<file path="src/rtl/core/lps_pkg.sv">
package lps_pkg;

	// Default sizes handed to the top level.
	localparam int NUM_LEDS_DEF = 8;
	localparam int PROG_LEN_DEF = 16;

	// Request codes carried in req_type.
	localparam logic [1:0] REQ_TICK  = 2'd0;
	localparam logic [1:0] REQ_LOAD  = 2'd1;
	localparam logic [1:0] REQ_START = 2'd2;

	// Instruction kinds. Any other kind behaves as halt.
	localparam logic [1:0] KIND_CHANGE = 2'd1;
	localparam logic [1:0] KIND_JUMP   = 2'd2;

	// Level codes. The unused code is reported as toggle.
	localparam logic [1:0] LVL_TOGGLE     = 2'd2;
	localparam logic [1:0] LVL_TOGGLE_ALT = 2'd3;

	// One input word.
	typedef struct packed {
		logic [1:0] req_type;
		logic [2:0] led_index;
		logic [3:0] slot;
		logic [1:0] op_kind;
		logic [1:0] new_level;
		logic [7:0] wait_ticks;
		logic [3:0] jump_target;
		logic [7:0] repeat_count;
	} item_t;

	// One result word.
	typedef struct packed {
		logic [2:0] out_led;
		logic [1:0] out_level;
		logic       last;
	} result_t;

	// One program slot as held in the program memory.
	typedef struct packed {
		logic [1:0] op_kind;
		logic [1:0] new_level;
		logic [7:0] wait_ticks;
		logic [3:0] jump_target;
		logic [7:0] repeat_count;
		logic [7:0] remaining;
	} instr_t;

	// Commands from the controller to the datapath.
	typedef struct packed {
		logic accept;
		logic tick_init;
		logic led_begin;
		logic hold_dec;
		logic fetch;
		logic exec;
		logic next_led;
		logic flush;
	} cmd_t;

	// Status from the datapath to the controller.
	typedef struct packed {
		logic hold_nz;
		logic pc_past;
		logic chain;
		logic last_led;
	} stat_t;

endpackage

</file>
<file path="src/rtl/core/lps_datapath.sv">
module lps_datapath #(
	parameter int NUM_LEDS = 8,
	parameter int PROG_LEN = 16
) (
	input  logic             clk,
	input  logic             arst_n,
	input  lps_pkg::cmd_t    cmd,
	input  lps_pkg::item_t   item,
	output lps_pkg::stat_t   stat,
	output logic             done,
	output lps_pkg::result_t result
);
	import lps_pkg::*;

	localparam int LED_W  = (NUM_LEDS > 1) ? $clog2(NUM_LEDS) : 1;
	localparam int SLOT_W = $clog2(PROG_LEN);
	localparam int PC_R   = $clog2(PROG_LEN + 1);
	localparam int PC_W   = (PC_R > 4) ? PC_R : 4;
	localparam int JC_W   = $clog2(PROG_LEN + 1);
	localparam int ADDR_W = LED_W + SLOT_W;
	localparam int DEPTH  = 1 << ADDR_W;

	logic [LED_W-1:0]    led_q;
	logic [JC_W-1:0]     jcnt_q;
	logic [PC_W-1:0]     pc_q [NUM_LEDS];
	logic [7:0]          hold_q [NUM_LEDS];
	logic [NUM_LEDS-1:0] v0_q;
	instr_t              mem_q [DEPTH];
	instr_t              rd_q;
	logic                inv_q;
	logic                pend_v_q;
	logic [2:0]          pend_led_q;
	logic [1:0]          pend_lvl_q;
	logic                done_q;
	result_t             result_q;

	logic [LED_W-1:0]  in_led;
	logic [SLOT_W-1:0] in_slot;
	logic              led_ok;
	logic              slot_ok;
	logic              do_load;
	logic              do_start;
	logic [PC_W-1:0]   cur_pc;
	logic [PC_W-1:0]   pc_inc;
	logic [SLOT_W-1:0] cur_slot;
	logic [7:0]        cur_hold;
	logic              is_change;
	logic              is_jump;
	logic              jump_ok;
	logic              jump_go;
	logic              jump_do;
	logic [1:0]        lvl;
	instr_t            load_word;
	instr_t            wb_word;
	logic              mem_we;
	logic [ADDR_W-1:0] mem_wa;
	instr_t            mem_wd;

	// Address checks for load and start words.
	assign in_led   = LED_W'(item.led_index);
	assign in_slot  = SLOT_W'(item.slot);
	assign led_ok   = int'(item.led_index) < NUM_LEDS;
	assign slot_ok  = int'(item.slot) < PROG_LEN;
	assign do_load  = cmd.accept && item.req_type == REQ_LOAD && led_ok && slot_ok;
	assign do_start = cmd.accept && item.req_type == REQ_START && led_ok;

	// Per-LED state of the LED being stepped.
	assign cur_pc   = pc_q[led_q];
	assign pc_inc   = cur_pc + PC_W'(1);
	assign cur_slot = cur_pc[SLOT_W-1:0];
	assign cur_hold = hold_q[led_q];

	// Decode of the fetched instruction; an unloaded slot zero is halt.
	assign is_change = !inv_q && rd_q.op_kind == KIND_CHANGE;
	assign is_jump   = !inv_q && rd_q.op_kind == KIND_JUMP;
	assign jump_ok   = jcnt_q != JC_W'(PROG_LEN);
	assign jump_go   = rd_q.repeat_count == 8'd0 || rd_q.remaining != 8'd0;
	assign jump_do   = cmd.exec && is_jump && jump_ok;
	assign lvl       = (rd_q.new_level == LVL_TOGGLE_ALT) ? LVL_TOGGLE : rd_q.new_level;

	// Words written into the program memory.
	always_comb begin
		load_word.op_kind      = item.op_kind;
		load_word.new_level    = item.new_level;
		load_word.wait_ticks   = item.wait_ticks;
		load_word.jump_target  = item.jump_target;
		load_word.repeat_count = item.repeat_count;
		load_word.remaining    = item.repeat_count;
		wb_word = rd_q;
		if (!jump_go) begin
			wb_word.remaining = rd_q.repeat_count;
		end else if (rd_q.remaining != 8'd0) begin
			wb_word.remaining = rd_q.remaining - 8'd1;
		end
	end

	assign mem_we = do_load || jump_do;
	assign mem_wa = do_load ? {in_led, in_slot} : {led_q, cur_slot};
	assign mem_wd = do_load ? load_word : wb_word;

	// Program memory with a registered read port.
	always_ff @(posedge clk) begin
		if (mem_we) begin
			mem_q[mem_wa] <= mem_wd;
		end
		if (cmd.fetch) begin
			rd_q  <= mem_q[{led_q, cur_slot}];
			inv_q <= (cur_pc == '0) && !v0_q[led_q];
		end
	end

	// Program counters, hold counters and slot-zero valid bits.
	always_ff @(posedge clk or negedge arst_n) begin
		if (!arst_n) begin
			for (int i = 0; i < NUM_LEDS; i++) begin
				pc_q[i]   <= '0;
				hold_q[i] <= '0;
			end
			v0_q <= '0;
		end else begin
			if (do_load && in_slot == '0) begin
				v0_q[in_led] <= 1'b1;
			end
			if (do_start) begin
				pc_q[in_led]   <= '0;
				hold_q[in_led] <= '0;
			end
			if (cmd.hold_dec) begin
				hold_q[led_q] <= cur_hold - 8'd1;
			end
			if (cmd.exec && is_change) begin
				pc_q[led_q]   <= pc_inc;
				hold_q[led_q] <= rd_q.wait_ticks;
			end
			if (jump_do) begin
				pc_q[led_q] <= jump_go ? PC_W'(rd_q.jump_target) : pc_inc;
			end
		end
	end

	// LED walk and jump chain counters.
	always_ff @(posedge clk or negedge arst_n) begin
		if (!arst_n) begin
			led_q  <= '0;
			jcnt_q <= '0;
		end else begin
			if (cmd.tick_init) begin
				led_q <= '0;
			end else if (cmd.next_led) begin
				led_q <= led_q + LED_W'(1);
			end
			if (cmd.led_begin) begin
				jcnt_q <= '0;
			end else if (jump_do) begin
				jcnt_q <= jcnt_q + JC_W'(1);
			end
		end
	end

	// One change is held back so the final word of a tick can carry last.
	always_ff @(posedge clk or negedge arst_n) begin
		if (!arst_n) begin
			pend_v_q <= 1'b0;
			done_q   <= 1'b0;
		end else begin
			done_q <= 1'b0;
			if (cmd.exec && is_change) begin
				done_q   <= pend_v_q;
				pend_v_q <= 1'b1;
			end else if (cmd.flush) begin
				done_q   <= pend_v_q;
				pend_v_q <= 1'b0;
			end
		end
	end

	always_ff @(posedge clk) begin
		if (cmd.exec && is_change) begin
			result_q   <= '{out_led: pend_led_q, out_level: pend_lvl_q, last: 1'b0};
			pend_led_q <= 3'(led_q);
			pend_lvl_q <= lvl;
		end else if (cmd.flush) begin
			result_q <= '{out_led: pend_led_q, out_level: pend_lvl_q, last: 1'b1};
		end
	end

	assign done   = done_q;
	assign result = result_q;

	assign stat.hold_nz  = cur_hold != 8'd0;
	assign stat.pc_past  = int'(cur_pc) >= PROG_LEN;
	assign stat.chain    = is_jump && jump_ok;
	assign stat.last_led = led_q == LED_W'(NUM_LEDS - 1);

`ifndef SYNTHESIS
	a_jump_bound: assert property (@(posedge clk) disable iff (!arst_n)
		int'(jcnt_q) <= PROG_LEN)
		else $error("jump chain counter ran past its bound");
	a_last_alone: assert property (@(posedge clk) disable iff (!arst_n)
		(done_q && result_q.last) |=> !done_q)
		else $error("result word after the final word of a tick");
	a_no_pend_idle: assert property (@(posedge clk) disable iff (!arst_n)
		cmd.tick_init |-> !pend_v_q)
		else $error("held change left over from an earlier tick");
`endif

endmodule
</file>
<file path="config.mk">
export PLATFORM = sky130hd
export DESIGN_NAME = lps_datapath
export DESIGN_NICKNAME = d
export VERILOG_FILES = /design/src/rtl/core/lps_pkg.sv /design/src/rtl/core/lps_datapath.sv
export SDC_FILE = /design/constraint.sdc
export NUM_CORES = 2
export LEC_CHECK = 0
export BUFFER_PORTS_ARGS = -buffer_cell sky130_fd_sc_hd__buf_2
export CAP_MARGIN = 0
export CORE_ASPECT_RATIO = 1.25
export CORE_MARGIN = 4
export CORE_UTILIZATION = 45
export DETAILED_ROUTE_END_ITERATION = 8
export GPL_TIMING_DRIVEN = 1
export HOLD_SLACK_MARGIN = 0.02
export SLEW_MARGIN = 40
export SYNTH_ARGS = -nofsm -noshare
export SYNTH_HDL_FRONTEND = slang
export SYNTH_SLANG_ARGS = --single-unit
</file>
<file path="constraint.sdc">
create_clock -name clk -period 18.3 [get_ports clk]
set_input_delay 0.915 -clock clk [delete_from_list [all_inputs] [get_ports clk]]
set_output_delay 0.915 -clock clk [all_outputs]
set_load 0.005 [all_outputs]
</file>
==> impl_metrics.csv <==
group,metric,value,unit
run_status,status,"completed",
routing,via_per_inst,6.42,
yosys,yosysSeqAreaShare,0.767,
clock_network,h-tree-depth,5,
clock_network,cts.clk_slew.worst_paths,0.07,ns
setup_path,critPathBufInv,10,
yosys,syn_nets,9316,
cells_and_area,final_layout_size_suffix_gt1_frac,0.191,
yosys,syn_area_per_cell,17.9,sq um
yosys,synth-compound-area-share,0.0563,
routing,remaining_drc_errors,0,
yosys,synth_common_cells,"edfxtp_1, nand2_1, mux4_2",
place,place_inst,14000,
floorplan,dieArea,379000,sq um
place,post-dp-hpwl,308,mm
place,port_buffers,53,
yosys,synth-edff-count,4139,
routing,routed_wl,534,mm
clock_network,cts_tree,"built",
yosys,yosys_warnings,0,
yosys,synthFlopType,"edfxtp_1",
setup_path,reg2reg_slack,9.68,ns
setup_path,cpMaxStageDelayCell,"buf_4",
global_route,overflow,0,
routing,drt_first_pass_iters,9,
yosys,synth_most_common_cell,"edfxtp_1",
setup_path,start_kind,"flip-flop",
clock_network,clock_latency,0.96,ns
yosys,synth_top_area_frac,0.748,
timing,rsz0062_at_grt,"no",
timing,clock_skew,0.0680,ns
cells_and_area,fin_util,0.511,
yosys,synth_mux_area_frac,0.0977,
clock_network,cts_sinks,4262,
yosys,synthSimpleGateAreaFrac,0.0588,
yosys,synth_seq_cells,4262,
worst_hold_path,hp-class,"input pin to flip-flop",
yosys,synth_xor_area_frac,0.00125,
timing,worst_pin_slew,1.00,ns
timing,max_slew_margin,0.333,
timing,fin_tns_setup,0,ns
routing,ant_nets,0,
timing,hold_violations,0,
cells_and_area,seqCellArea,127000,sq um
yosys,synthesis.area,166000,sq um
yosys,synth_fa_ha_area_frac,0.000753,
floorplan,io_pins,54,
setup_path,crit_path_end_kind,"flip-flop",
yosys,async_flop_share,0.0286,
place,place_ws,9.54,ns
routing,vias,95200,
timing,fmax,0.116,GHz
timing,period_needed,8.62,ns
power,power.leakage,0.0594,uW
global_route,grt_pass1_wl,739,mm
timing,finalWorstSetupSlack,9.68,ns
timing,fin_crit_sh,0.471,
setup_path,critPathArrivalTime,9.31,ns
yosys,synth_top_area_cell,"edfxtp_1",
clock_network,cts_buffers,405,
timing,maxSlewViolCount,0,
timing,setup_viol,0,
cells_and_area,multi_input_area,37400,sq um
cells_and_area,nets,9566,
routing,first_iter_violations,12900,
power,peakVddDrop,0.148,mV
setup_path,crit_path_max_fanout,79,
setup_path,required,18.99,ns
global_route,grt_pass1_vias,92900,
clock_network,post-cts-setup-buffer-count,0,
clock_network,clockBufferDepth,4,
yosys,synth_area_leaders,"edfxtp_1, mux4_2, nand2_1",
routing,wl_per_cell,36.0,microns
yosys,synthCells,9263,
setup_path,crit_top_cell,"buf_4",
floorplan,rows,249,
floorplan,die_h,687,microns
floorplan,die_w,551,microns
global_route,grt_max_degree,112,
clock_network,root_buffer,"clkbuf_16",
floorplan,coreArea,368000,sq um
global_route,antenna_found_initial,57,
setup_path,path_class,"flip-flop to flip-flop",
setup_path,critPathTopFamily,"buffers and inverters",
floorplan,start_util,0.451,
cells_and_area,fill_cells,29300,
yosys,synth_cell_types,84,
power,powerDensity,160,nW/um^2
cells_and_area,area_delta_synth_final,13.3,%
clock_network,cts_resized,0,
place,gp_congestion,0.911,
global_route,grtUsageTotal,0.278,
setup_path,cp_slowest_stage_delay,0.72,ns
setup_path,worstPathCellList,"buf_4, nor2b_4, buf_4, a22oi_1, nand2_8, inv_16, buf_4, buf_12, buf_12, buf_16, buf_4, buf_12, buf_4, mux4_2, a22o_1, a31oi_1, nand4_1, and4_1",
job,drv_cap,0,
cells_and_area,final_cells,14800,
timing,holdWs,0.189,ns
yosys,synth_top_family_by_area,"multiplexers",
==> per-layer routing <==
layer	track usage	part of all wire
met5	0	0.00037
met1	0.347	0.35
met4	0.159	0.066
met3	0.0558	0.10
met2	0.453	0.48
==> cell usage in the layout (no fill, tap or decap), types with 31 or more instances in the layout <==
master and count:
edfxtp_1 4139, nand2_1 1171, mux4_2 599, clkbuf_16 411
buf_4 329, nand3_1 307, mux2i_1 256, and3_1 188
o21ai_0 168, a211oi_1 145, nor2_4 138, a31oi_1 132
a22oi_1 127, nor2_1 124, a221oi_1 121, dfrtp_1 119
nand4_1 105, a21oi_1 103, a311oi_1 97, diode_2 93
a32oi_1 93, clkinv_1 83, clkbuf_1 82, a22o_1 72
clkinv_2 60, buf_2 56, bufinv_16 52, o21ai_1 37
o211ai_1 36, buf_6 35, and4_1 31
==> worst paths after layout <==
kind / start / to / depth (start not counted)
max: led_q[1] / rd_q[14] / 18
min: cmd[6] / led_q[2] / 2
max reg2reg: led_q[1] / rd_q[14] / 18
min reg2reg: v0_q[1] / v0_q[1] / 1
max in group asynchronous: arst_n / pc_q[23] / 4
min in group asynchronous: arst_n / jcnt_q[2] / 2
==> report_power, final <==
group,internal [uW],switching (uW)
logic,2610,6380
registers,12300,167
clock network,4870,3640
total,19800,10200
==> worst reg2reg max path, cell delays in order (launching register included) <==
cell     delay, ns
dfrtp_2       0.53
buf_4         0.46
nor2b_4       0.10
buf_4         0.28
a22oi_1       0.56
nand2_8       0.46
inv_16        0.49
buf_4         0.76
buf_12        0.54
buf_12        0.45
buf_16        0.42
buf_4         0.44
buf_12        0.30
buf_4         0.66
mux4_2        0.62
a22o_1        0.24
a31oi_1       0.15
nand4_1       0.50
and4_1        0.43
==> final cells by class <==
type,count,share of cell area
Tap cell,4894,0.0325
Clock buffer,496,0.0565
Antenna cell,93,0.00124
Clock inverter,239,0.0142
Timing Repair Buffer,447,0.0195
Multi-Input combinational cell,4379,0.199
Sequential cell,4262,0.677
Inverter,18,0.000485
==> metrics by stage <==
step | instance area [sq um] | power (uW)
2_1_floorplan | 166000 | 18100
3_3_place_gp | 174000 | 21300
3_5_place_dp | 174000 | 21500
4_1_cts | 188000 | 29900
5_1_grt | 188000 | 30900
6_report | 188000 | 30000
==> logic make-up (layout without fill, tap and decap cells) <==
logic type / Yosys count / in the layout
compound gates: 1284 / 1284
xor+xnor: 22 / 22
fa+ha+maj: 10 / 10
buf+inv: 622 / 1200
flops: 4262 / 4262
mux: 869 / 869
other cells: 0 / 93
simple gates: 2194 / 2194
==> repair_timing <==
action / 4_1_cts / 5_1_grt
hold buffers: 1 / 0
endpoints found under the hold margin: 5 / 0
setup endpoints to repair: 0 / 0
==> registers in the layout (all words and copies together) (netlist names) <==
register and cells:
done 1, hold_q 64, inv_q 1, jcnt_q 5, led_q 3, mem_q 4096
pc_q 40, pend_led_q 3, pend_lvl_q 2, pend_v_q 1, rd_q 32, result 6
v0_q 8
Power figures use the tool's default switching activity.
