File: src/rtl/core/lps_pkg.sv
package lps_pkg;

	// Default sizes handed to the top level.
	localparam int NUM_LEDS_DEF = 8;
	localparam int PROG_LEN_DEF = 16;

	// Request codes carried in req_type.
	localparam logic [1:0] REQ_TICK  = 2'd0;
	localparam logic [1:0] REQ_LOAD  = 2'd1;
	localparam logic [1:0] REQ_START = 2'd2;

	// Instruction kinds. Any other kind behaves as halt.
	localparam logic [1:0] KIND_CHANGE = 2'd1;
	localparam logic [1:0] KIND_JUMP   = 2'd2;

	// Level codes. The unused code is reported as toggle.
	localparam logic [1:0] LVL_TOGGLE     = 2'd2;
	localparam logic [1:0] LVL_TOGGLE_ALT = 2'd3;

	// One input word.
	typedef struct packed {
		logic [1:0] req_type;
		logic [2:0] led_index;
		logic [3:0] slot;
		logic [1:0] op_kind;
		logic [1:0] new_level;
		logic [7:0] wait_ticks;
		logic [3:0] jump_target;
		logic [7:0] repeat_count;
	} item_t;

	// One result word.
	typedef struct packed {
		logic [2:0] out_led;
		logic [1:0] out_level;
		logic       last;
	} result_t;

	// One program slot as held in the program memory.
	typedef struct packed {
		logic [1:0] op_kind;
		logic [1:0] new_level;
		logic [7:0] wait_ticks;
		logic [3:0] jump_target;
		logic [7:0] repeat_count;
		logic [7:0] remaining;
	} instr_t;

	// Commands from the controller to the datapath.
	typedef struct packed {
		logic accept;
		logic tick_init;
		logic led_begin;
		logic hold_dec;
		logic fetch;
		logic exec;
		logic next_led;
		logic flush;
	} cmd_t;

	// Status from the datapath to the controller.
	typedef struct packed {
		logic hold_nz;
		logic pc_past;
		logic chain;
		logic last_led;
	} stat_t;

endpackage

File: src/rtl/core/lps_ctrl.sv
module lps_ctrl (
	input  logic          clk,
	input  logic          arst_n,
	input  logic          start,
	input  logic [1:0]    req_type,
	input  lps_pkg::stat_t stat,
	output lps_pkg::cmd_t  cmd,
	output logic          busy
);
	import lps_pkg::*;

	localparam logic [2:0] ST_IDLE  = 3'd0;
	localparam logic [2:0] ST_LED   = 3'd1;
	localparam logic [2:0] ST_FETCH = 3'd2;
	localparam logic [2:0] ST_EXEC  = 3'd3;
	localparam logic [2:0] ST_FLUSH = 3'd4;

	logic [2:0] state_q;
	logic [2:0] state_d;
	logic       advance;

	assign busy = (state_q != ST_IDLE);

	// Next-state logic and command decode.
	always_comb begin
		state_d = state_q;
		cmd = '0;
		advance = 1'b0;
		case (state_q)
			ST_IDLE: begin
				cmd.accept = start;
				if (start && req_type == REQ_TICK) begin
					cmd.tick_init = 1'b1;
					state_d = ST_LED;
				end
			end
			ST_LED: begin
				cmd.led_begin = 1'b1;
				if (stat.hold_nz) begin
					cmd.hold_dec = 1'b1;
					advance = 1'b1;
				end else begin
					state_d = ST_FETCH;
				end
			end
			ST_FETCH: begin
				if (stat.pc_past) begin
					advance = 1'b1;
				end else begin
					cmd.fetch = 1'b1;
					state_d = ST_EXEC;
				end
			end
			ST_EXEC: begin
				cmd.exec = 1'b1;
				if (stat.chain) begin
					state_d = ST_FETCH;
				end else begin
					advance = 1'b1;
				end
			end
			ST_FLUSH: begin
				cmd.flush = 1'b1;
				state_d = ST_IDLE;
			end
			default: begin
				state_d = ST_IDLE;
			end
		endcase
		// Move to the next LED, or finish the tick after the last one.
		if (advance) begin
			if (stat.last_led) begin
				state_d = ST_FLUSH;
			end else begin
				cmd.next_led = 1'b1;
				state_d = ST_LED;
			end
		end
	end

	// State register.
	always_ff @(posedge clk or negedge arst_n) begin
		if (!arst_n) begin
			state_q <= ST_IDLE;
		end else begin
			state_q <= state_d;
		end
	end

`ifndef SYNTHESIS
	a_flush_ends: assert property (@(posedge clk) disable iff (!arst_n)
		state_q == ST_FLUSH |=> state_q == ST_IDLE)
		else $error("tick did not end after flush");
	a_exec_after_fetch: assert property (@(posedge clk) disable iff (!arst_n)
		state_q == ST_EXEC |-> $past(state_q) == ST_FETCH)
		else $error("execute without a fetch");
	a_short_items: assert property (@(posedge clk) disable iff (!arst_n)
		(start && !busy && req_type != REQ_TICK) |=> !busy)
		else $error("load or start made the block busy");
`endif

endmodule

File: config.mk
export PLATFORM = sky130hd
export DESIGN_NAME = lps_ctrl
export DESIGN_NICKNAME = d
export VERILOG_FILES = /design/src/rtl/core/lps_pkg.sv /design/src/rtl/core/lps_ctrl.sv
export SDC_FILE = /design/constraint.sdc
export NUM_CORES = 1
export LEC_CHECK = 0
export BUFFER_PORTS_ARGS = -buffer_cell sky130_fd_sc_hd__buf_2
export CORE_AREA = 2 2 39 41
export DETAILED_ROUTE_END_ITERATION = 6
export DIE_AREA = 0 0 41 43
export PLACE_DENSITY = 0.43
export SYNTH_ARGS = -nofsm -noshare
export SYNTH_HDL_FRONTEND = slang
export SYNTH_SLANG_ARGS = --single-unit
export TNS_END_PERCENT = 10
File: constraint.sdc
create_clock -name clk -period 1.6 [get_ports clk]
set_clock_uncertainty 0.1 [all_clocks]
set_input_delay 0.08 -clock clk [delete_from_list [all_inputs] [get_ports clk]]
set_output_delay 0.08 -clock clk [all_outputs]
set_load 0.005 [all_outputs]
==> results_dict.tcl, run 1 <==
set metrics [dict create \
    tightest_slew_ps 242 \
    grtUsageTotal 0.0793 \
    ys_ff_latch 3 \
    post_synth_instance_area_um2 245 \
    hold_class "primary input to flip-flop" \
    clk_path_buf_depth 2 \
    rows 14 \
    port_buffers 17 \
    slowest_delay_ps 450 \
    die-width_um 41 \
    vias 293 \
    synth_flop_cell "dfrtp_1" \
    avgSynthCellArea_um2 7.66 \
    wl_met1_um 257 \
    final_cells 71 \
    largest_reg_flops 3 \
    drc_errors 0 \
    synth_top_area_share 0.306 \
    initial_core_util 0.177 \
    regMostFlops "state_q" \
    wire_per_inst_um 8.61 \
    timing.max_cap.violations 0 \
    cp.required_ps 1420 \
    wl_met2_um 292 \
    rsz0062_at_grt "no" \
    dieHeight_um 43 \
    maxSlewHeadroom 0.839 \
    grt_pass1_vias 240 \
    postRouteAntennaNets 0 \
    drtPass1Iterations 4 \
    p_leak_nw 0.214 \
    final_layout_size_suffix_gt1_frac 0.418 \
    gp_congestion 0.692 \
    status "finished clean" \
    diodes 0 \
    setup_tns_ps 0 \
    routed_wl_um 611 \
    dp_hpwl_um 480 \
    root_buffer "clkbuf_4" \
    cts.reportedPaths.clkPinSlew_ps 40 \
    ys_seq_area_frac 0.306 \
    fin_crit_sh 0.931 \
    synth_commonest_cells "nor2_1 (4), dfrtp_1 (3), nand2_1 (3)" \
    synth_cell_type_count 19 \
    setup_viol 0 \
    insertion_delay_ps 230 \
    yosysMostFrequentCell "nor2_1" \
    startpoint_type "flip-flop" \
    postPlaceCellArea_um2 345 \
    cp_cell_sequence "nor3_2, nand2_1, nor3_1, buf_2" \
    syn_to_final_growth_pct 64.3 \
    largestRegisters "state_q (3)" \
    hold_viol_final 0 \
    synth_nets 41 \
    fillers 152 \
    io_pins 18 \
    yosys_warnings 0 \
    grt_max_degree 10 \
    worst-endpoint-arrival_ps 1310 \
    p_per_area_nw_per_um2 1410 \
    grt_pass1_wl_um 876 \
    synth_edf_count 0 \
    place_inst 64 \
    max_freq_mhz 671 \
    clock_sinks 3 \
    path_max_fanout 8 \
    endpoint_kind "output pin" \
    core_area_um2 1380 \
    synth.area.top_cells "dfrtp_1 (31%), o311ai_2 (6.6%), nor2_1 (6.1%)" \
    synthArstFlopShare 1.00 \
    top_layer "met4" \
    vias_per_cell 4.13 \
    numCtsBuffers 3 \
    fin_area_um2 403 \
    die-area_um2 1760 \
    layout_min_cycle_time_ps 1490 \
    cts_tree "done" \
    wl_met3_um 42 \
    slowest_stage "dfrtp_1" \
    initialDrtViolationCount 5 \
    antenna_found_initial 0 \
    synthCells 32 \
    grt_overflow_total 0 \
    slew_viol_final 0 \
    synth_top_cell_by_area "dfrtp_1" \
    ir_drop_mv 0.317 \
    path_class "flip-flop to output pin" \
    cts-htree-levels 1 \
    nNetsFinal 65 \
]
layout make-up:
cell class / instances / area (µm²) / share of cell area
timing repair buffer: 20 / 115 / 0.286
sequential: 3 / 76.3 / 0.189
clock buffer: 4 / 26.3 / 0.0652
multi-input combinational: 26 / 158 / 0.391
tap: 16 / 20.0 / 0.0497
inverter: 2 / 7.51 / 0.0186
timing repair:
| action | 4_1_cts | 5_1_grt |
|---|---|---|
| setup buffers | 0 | 0 |
| setup endpoints to repair | 0 | 1 |
| hold buffers | 3 | 0 |
| gates resized for setup | 0 | 1 |
| hold endpoints to repair | 4 | 0 |
final timing paths:
check / depth (start not counted) / start / slack, ps / end
min in group asynchronous: 2 / arst_n / 80 / state_q[0]
max in group asynchronous: 2 / arst_n / 1210 / state_q[1]
hold reg to reg: 2 / state_q[1] / 540 / state_q[0]
setup reg to reg: 3 / state_q[2] / 360 / state_q[0]
hold / removal: 3 / stat[0] / 20 / state_q[2]
setup / recovery: 4 / state_q[2] / 110 / cmd[6]
where the power goes:
| part | leakage, nW | switching [mW] | internal [mW] |
|---|---|---|---|
| Sequential | 0.0375 | 0.0604 | 0.108 |
| Clock | 0.0150 | 0.0411 | 0.0936 |
| Combinational | 0.162 | 0.120 | 0.145 |
| Total | 0.214 | 0.222 | 0.347 |
worst max-delay path: cells and delay by family, from the launching register on:
kind / cells / cell delay (ps)
flip-flops: 1 / 450
buffers and inverters: 1 / 130
AND/OR/NAND/NOR: 3 / 490
through the flow:
step / setup slack (ps) / hold slack (ps) / total power [mW] / utilization
after floorplan: 462 / -316 / 0.331 / -
after global placement: 331 / -223 / 0.436 / 0.250
final: 110 / 16.7 / 0.569 / 0.291
after global routing: 26.0 / 34.0 / 0.625 / 0.291
after CTS: 56.9 / 12.8 / 0.580 / 0.290
after detailed placement: 320 / -224 / 0.434 / 0.250
cells by family after synthesis:
family | after synthesis | share of synthesized area
simple gates | 21 | 0.495
compound gates | 5 | 0.148
flops | 3 | 0.306
buf+inv | 3 | 0.0510
cells in the final DEF (no fill, tap or decap):
master	n
and2_1	2
nor3b_1	2
clkbuf_4	3
nand3_1	1
dlygate4sd3_1	3
nand2b_1	2
nor3_2	1
o21ai_0	1
dfrtp_1	2
and3_1	1
nand3b_1	1
o311ai_2	1
inv_1	2
o21ai_1	2
buf_2	17
a21oi_1	1
and3b_1	1
nand2_1	3
clkbuf_1	1
nor2_1	4
nor3_1	1
dfrtp_2	1
nor2b_1	2
per-layer routing:
metal	vias to the layer above	track usage
li1	155	-
met1	124	0.0868
met2	12	0.106
met3	2	0.0157
met4	0	0.100
met5	-	0
Note: power is estimated with default switching activity, not from simulation.
==> run 2, diff against run 1 <==
- SETUP_SLACK_MARGIN: default -> 0.15
- clock period: 1.6 -> 1.4 ns (I/O delays scaled with it)
==> results_dict.tcl, run 2 (synthesis results as in run 1) <==
set metrics [dict create \
    cp.required_ps 1230 \
    combPwrFrac 0.507 \
    clk_path_buf_depth 2 \
    cp_cell_sequence "nor3_4, nand2_2, nor3_2, buf_2" \
    grt_overflow_total 0 \
    slowest_stage "dfrtp_2" \
    grt_pass1_wl_um 1020 \
    gp_congestion 0.693 \
    p_switching_mw 0.290 \
    timing.max_cap.violations 0 \
    nNetsFinal 67 \
    p_leak_nw 0.226 \
    io_pins 18 \
    final_layout_size_suffix_gt1_frac 0.579 \
    root_buffer "clkbuf_4" \
    hold_class "primary input to flip-flop" \
    die-area_um2 1760 \
    p_clk_frac 0.209 \
    drc_errors 0 \
    initial_core_util 0.177 \
    drtPass1Iterations 2 \
    largest_reg_flops 3 \
    internal-power_mw 0.451 \
    slew_viol_final 0 \
    final_util 0.324 \
    initialDrtViolationCount 5 \
    rows 14 \
    sw_frac_of_total 0.392 \
    seqPwrFrac 0.284 \
    wire_per_inst_um 9.15 \
    p_per_area_nw_per_um2 1650 \
    final_cell_mix "buf_2 (17), nor2_1 (3), clkbuf_4 (3), dlygate4sd3_1 (3), dfrtp_2 (3)" \
    path_max_fanout 8 \
    path_class "flip-flop to output pin" \
    fin_area_um2 448 \
    vias 305 \
    dieHeight_um 43 \
    max_freq_mhz 705 \
    regMostFlops "state_q" \
    clock_sinks 3 \
    core_area_um2 1380 \
    diodes 0 \
    postPlaceCellArea_um2 345 \
    hold_ws_ps 8.50 \
    endpoint_kind "output pin" \
    p_total_mw 0.741 \
    tightest_slew_ps 214 \
    place_inst 64 \
    cts_tree "done" \
    rsz0062_at_grt "yes" \
    cts-htree-levels 1 \
    layout_setup_ws_ps -17.6 \
    postRouteAntennaNets 0 \
    status "finished with violations" \
    numCtsBuffers 3 \
    startpoint_type "flip-flop" \
    largestRegisters "state_q (3)" \
    final_cells 73 \
    grt_pass1_vias 275 \
    port_buffers 17 \
    grtUsageTotal 0.0895 \
    vias_per_cell 4.18 \
    die-width_um 41 \
    cp_num_buf_inv 1 \
    final_common_cell "buf_2" \
    violations "setup timing" \
    fin_crit_sh 1.01 \
    worst-endpoint-arrival_ps 1250 \
    insertion_delay_ps 230 \
    syn_to_final_growth_pct 82.7 \
    maxSlewHeadroom 0.857 \
    cts.reportedPaths.clkPinSlew_ps 40 \
    setup_viol 2 \
    ir_drop_mv 0.637 \
    routed_wl_um 668 \
    antenna_found_initial 0 \
    hold_viol_final 0 \
    critPathTopFamily "flip-flops" \
    layout_min_cycle_time_ps 1420 \
    dp_hpwl_um 487 \
    grt_max_degree 9 \
    slowest_delay_ps 470 \
]
[run 2: cell types whose count changed in the layout (fill, tap and decap cells not counted), sizes merged]
| cell | change |
|---|---|
| buf | +2 |
[run 2: routing by layer]
metal  wire length [µm]  part of all wire  track usage  up-vias
met1                300              0.45        0.100      135
met4                  0                 0       0.0600        0
met3                 49             0.073       0.0471        0
li1                   -                 -            -      158
met2                318              0.48        0.125       12
met5                  0                 0            0        -
[run 2: worst paths after layout]
| check | endpoint | cells after the start | slack [ps] | start |
|---|---|---|---|---|
| min in group asynchronous | state_q[2] | 2 | 60 | arst_n |
| max reg2reg | state_q[0] | 4 | 50 | state_q[2] |
| min reg2reg | state_q[2] | 2 | 570 | state_q[2] |
| max in group asynchronous | state_q[0] | 2 | 1020 | arst_n |
| min | state_q[2] | 3 | 9 | stat[0] |
| max | cmd[6] | 4 | -20 | state_q[2] |
[run 2: worst register-to-register path: stages (launching register included)]
cell and delay, ps:
dfrtp_2 470, nor3_4 230, nand2_2 90, buf_4 140
o311ai_2 200
[run 2: area by class of cell]
type | instances | area, µm²
fillers | 159 | 936
repair buffers | 22 | 130
multi-input cells | 26 | 185
inverters | 2 | 7.51
clock buffers | 4 | 26.3
flip-flops and latches | 3 | 78.8
well taps | 16 | 20.0
[run 2: through the flow]
step / worst slack, ps / setup TNS (ps)
5_1_grt: -96.9 / -272
2_1_floorplan: 262 / 0
6_report: -17.6 / -24.1
4_1_cts: -75.7 / -75.9
3_3_place_gp: 132 / 0
3_5_place_dp: 124 / 0
[run 2: timing repair]
action	CTS	global route
pin swaps	6	1
gates resized for setup	7	4
hold buffers	3	0
hold endpoints to repair	4	0
setup endpoints to repair	9	9
buffers inserted	2	0
[run 2: power groups by stage]
stage          clock [mW]  combinational (mW)  sequential, mW
6_report            0.155               0.376           0.210
3_5_place_dp            0               0.303           0.192
4_1_cts             0.158               0.364           0.199
5_1_grt             0.166               0.427           0.223
2_1_floorplan           0               0.228           0.150
3_3_place_gp            0               0.306           0.192
==> run 3, diff against run 2 <==
- MAX_ROUTING_LAYER: default -> met4
- clock period: 1.4 -> 1.7 ns (I/O delays scaled with it)
==> results_dict.tcl, run 3 (synthesis results as in run 1) <==
set metrics [dict create \
    root_buffer "clkbuf_4" \
    cts_tree "done" \
    nNetsFinal 65 \
    endpoint_kind "output pin" \
    initial_core_util 0.177 \
    p_leak_nw 0.213 \
    final_layout_size_suffix_gt1_frac 0.455 \
    cts.reportedPaths.clkPinSlew_ps 40 \
    maxSlewHeadroom 0.837 \
    initialDrtViolationCount 6 \
    hold_class "primary input to flip-flop" \
    numCtsBuffers 3 \
    grt_pass1_wl_um 876 \
    grtUsageTotal 0.0813 \
    largestRegisters "state_q (3)" \
    grt_pass1_vias 239 \
    slowest_delay_ps 450 \
    rsz0062_at_grt "yes" \
    hold_viol_final 0 \
    clk_path_buf_depth 2 \
    postRouteAntennaNets 0 \
    dp_hpwl_um 480 \
    setup_viol 0 \
    cts-htree-levels 1 \
    ir_drop_mv 0.295 \
    layout_min_cycle_time_ps 1470 \
    worst-endpoint-arrival_ps 1290 \
    regMostFlops "state_q" \
    antenna_found_initial 0 \
    path_max_fanout 8 \
    fin_crit_sh 0.867 \
    vias_per_cell 4.18 \
    sw_frac_of_total 0.393 \
    clock_sinks 3 \
    die-area_um2 1760 \
    combPwrFrac 0.470 \
    cp_num_buf_inv 1 \
    grt_overflow_total 0 \
    fillers 155 \
    internal-power_mw 0.329 \
    wire_per_inst_um 8.79 \
    max_freq_mhz 678 \
    p_switching_mw 0.213 \
    startpoint_type "flip-flop" \
    drtPass1Iterations 4 \
    seqPwrFrac 0.295 \
    final_cell_mix "buf_2 (17), nor2_1 (4), nand2_1 (3), clkbuf_4 (3), dlygate4sd3_1 (3)" \
    final_common_cell "buf_2" \
    status "finished clean" \
    port_buffers 17 \
    grt_max_degree 10 \
    vias 297 \
    p_per_area_nw_per_um2 1330 \
    setup_tns_ps 0 \
    io_pins 18 \
    p_total_mw 0.542 \
    p_clk_frac 0.234 \
    gp_congestion 0.700 \
    diodes 0 \
    critPathTopFamily "flip-flops" \
    slowest_stage "dfrtp_1" \
    core_area_um2 1380 \
    cp.required_ps 1510 \
    syn_to_final_growth_pct 66.3 \
    slew_viol_final 0 \
    insertion_delay_ps 230 \
    path_class "flip-flop to output pin" \
    routed_wl_um 624 \
    dieHeight_um 43 \
    timing.max_cap.violations 0 \
    die-width_um 41 \
    tightest_slew_ps 244 \
    drc_errors 0 \
    post_cts_buffers 0 \
    rows 14 \
    largest_reg_flops 3 \
    cp_cell_sequence "nor3b_1, o21ai_2, o21ai_0, buf_2" \
]
[run 3: worst paths after layout]
path	startpoint	endpoint	slack [ps]	cells after the start
max	state_q[0]	cmd[1]	230	4
min	stat[0]	state_q[2]	20	3
max reg2reg	state_q[2]	state_q[0]	480	3
min reg2reg	state_q[2]	state_q[2]	530	2
max in group asynchronous	arst_n	state_q[2]	1300	2
min in group asynchronous	arst_n	state_q[0]	80	2
[run 3: final cells by class]
class	instances	area [µm²]	share of cell area
well taps	16	20.0	0.0491
flip-flops and latches	3	77.6	0.190
repair buffers	20	115	0.282
inverters	2	7.51	0.0184
clock buffers	4	26.3	0.0644
multi-input cells	26	161	0.396
[run 3: per-layer routing]
layer / routed length, µm / part of all wire / track usage / up-vias
li1: - / - / - / 155
met1: 262 / 0.42 / 0.0868 / 128
met2: 300 / 0.48 / 0.106 / 12
met3: 42 / 0.067 / 0.0157 / 2
met4: 19 / 0.030 / 0.100 / 0
met5: 0 / 0 / - / -
[run 3: tightest hold or removal path: stages]
cell	delay [ps]
buf_2	120
nand2b_1	70
a21oi_1	40
[run 3: power by group through the flow]
stage	registers, mW	clock network [mW]	logic [mW]
5_1_grt	0.166	0.141	0.290
3_3_place_gp	0.158	0	0.252
4_1_cts	0.156	0.133	0.257
6_report	0.160	0.127	0.255
3_5_place_dp	0.158	0	0.250
2_1_floorplan	0.124	0	0.188
[run 3: timing repair]
action                                  4_1_cts  5_1_grt
hold buffers                                  3        0
resized for setup                             0        3
endpoints found under the setup margin        0        2
hold endpoints to repair                      4        0
[run 3: through the flow]
stage / instances / util / setup WS [ps] / hold slack [ps] / instance area, µm²
finish: 71 / 0.295 / 225 / 17.8 / 408
global route: 71 / 0.295 / 141 / 31.7 / 408
CTS: 71 / 0.290 / 152 / 17.8 / 402
detailed placement: 64 / 0.250 / 415 / -219 / 345
global placement: 64 / 0.250 / 431 / -218 / 345
floorplan: 32 / - / 562 / -311 / 245
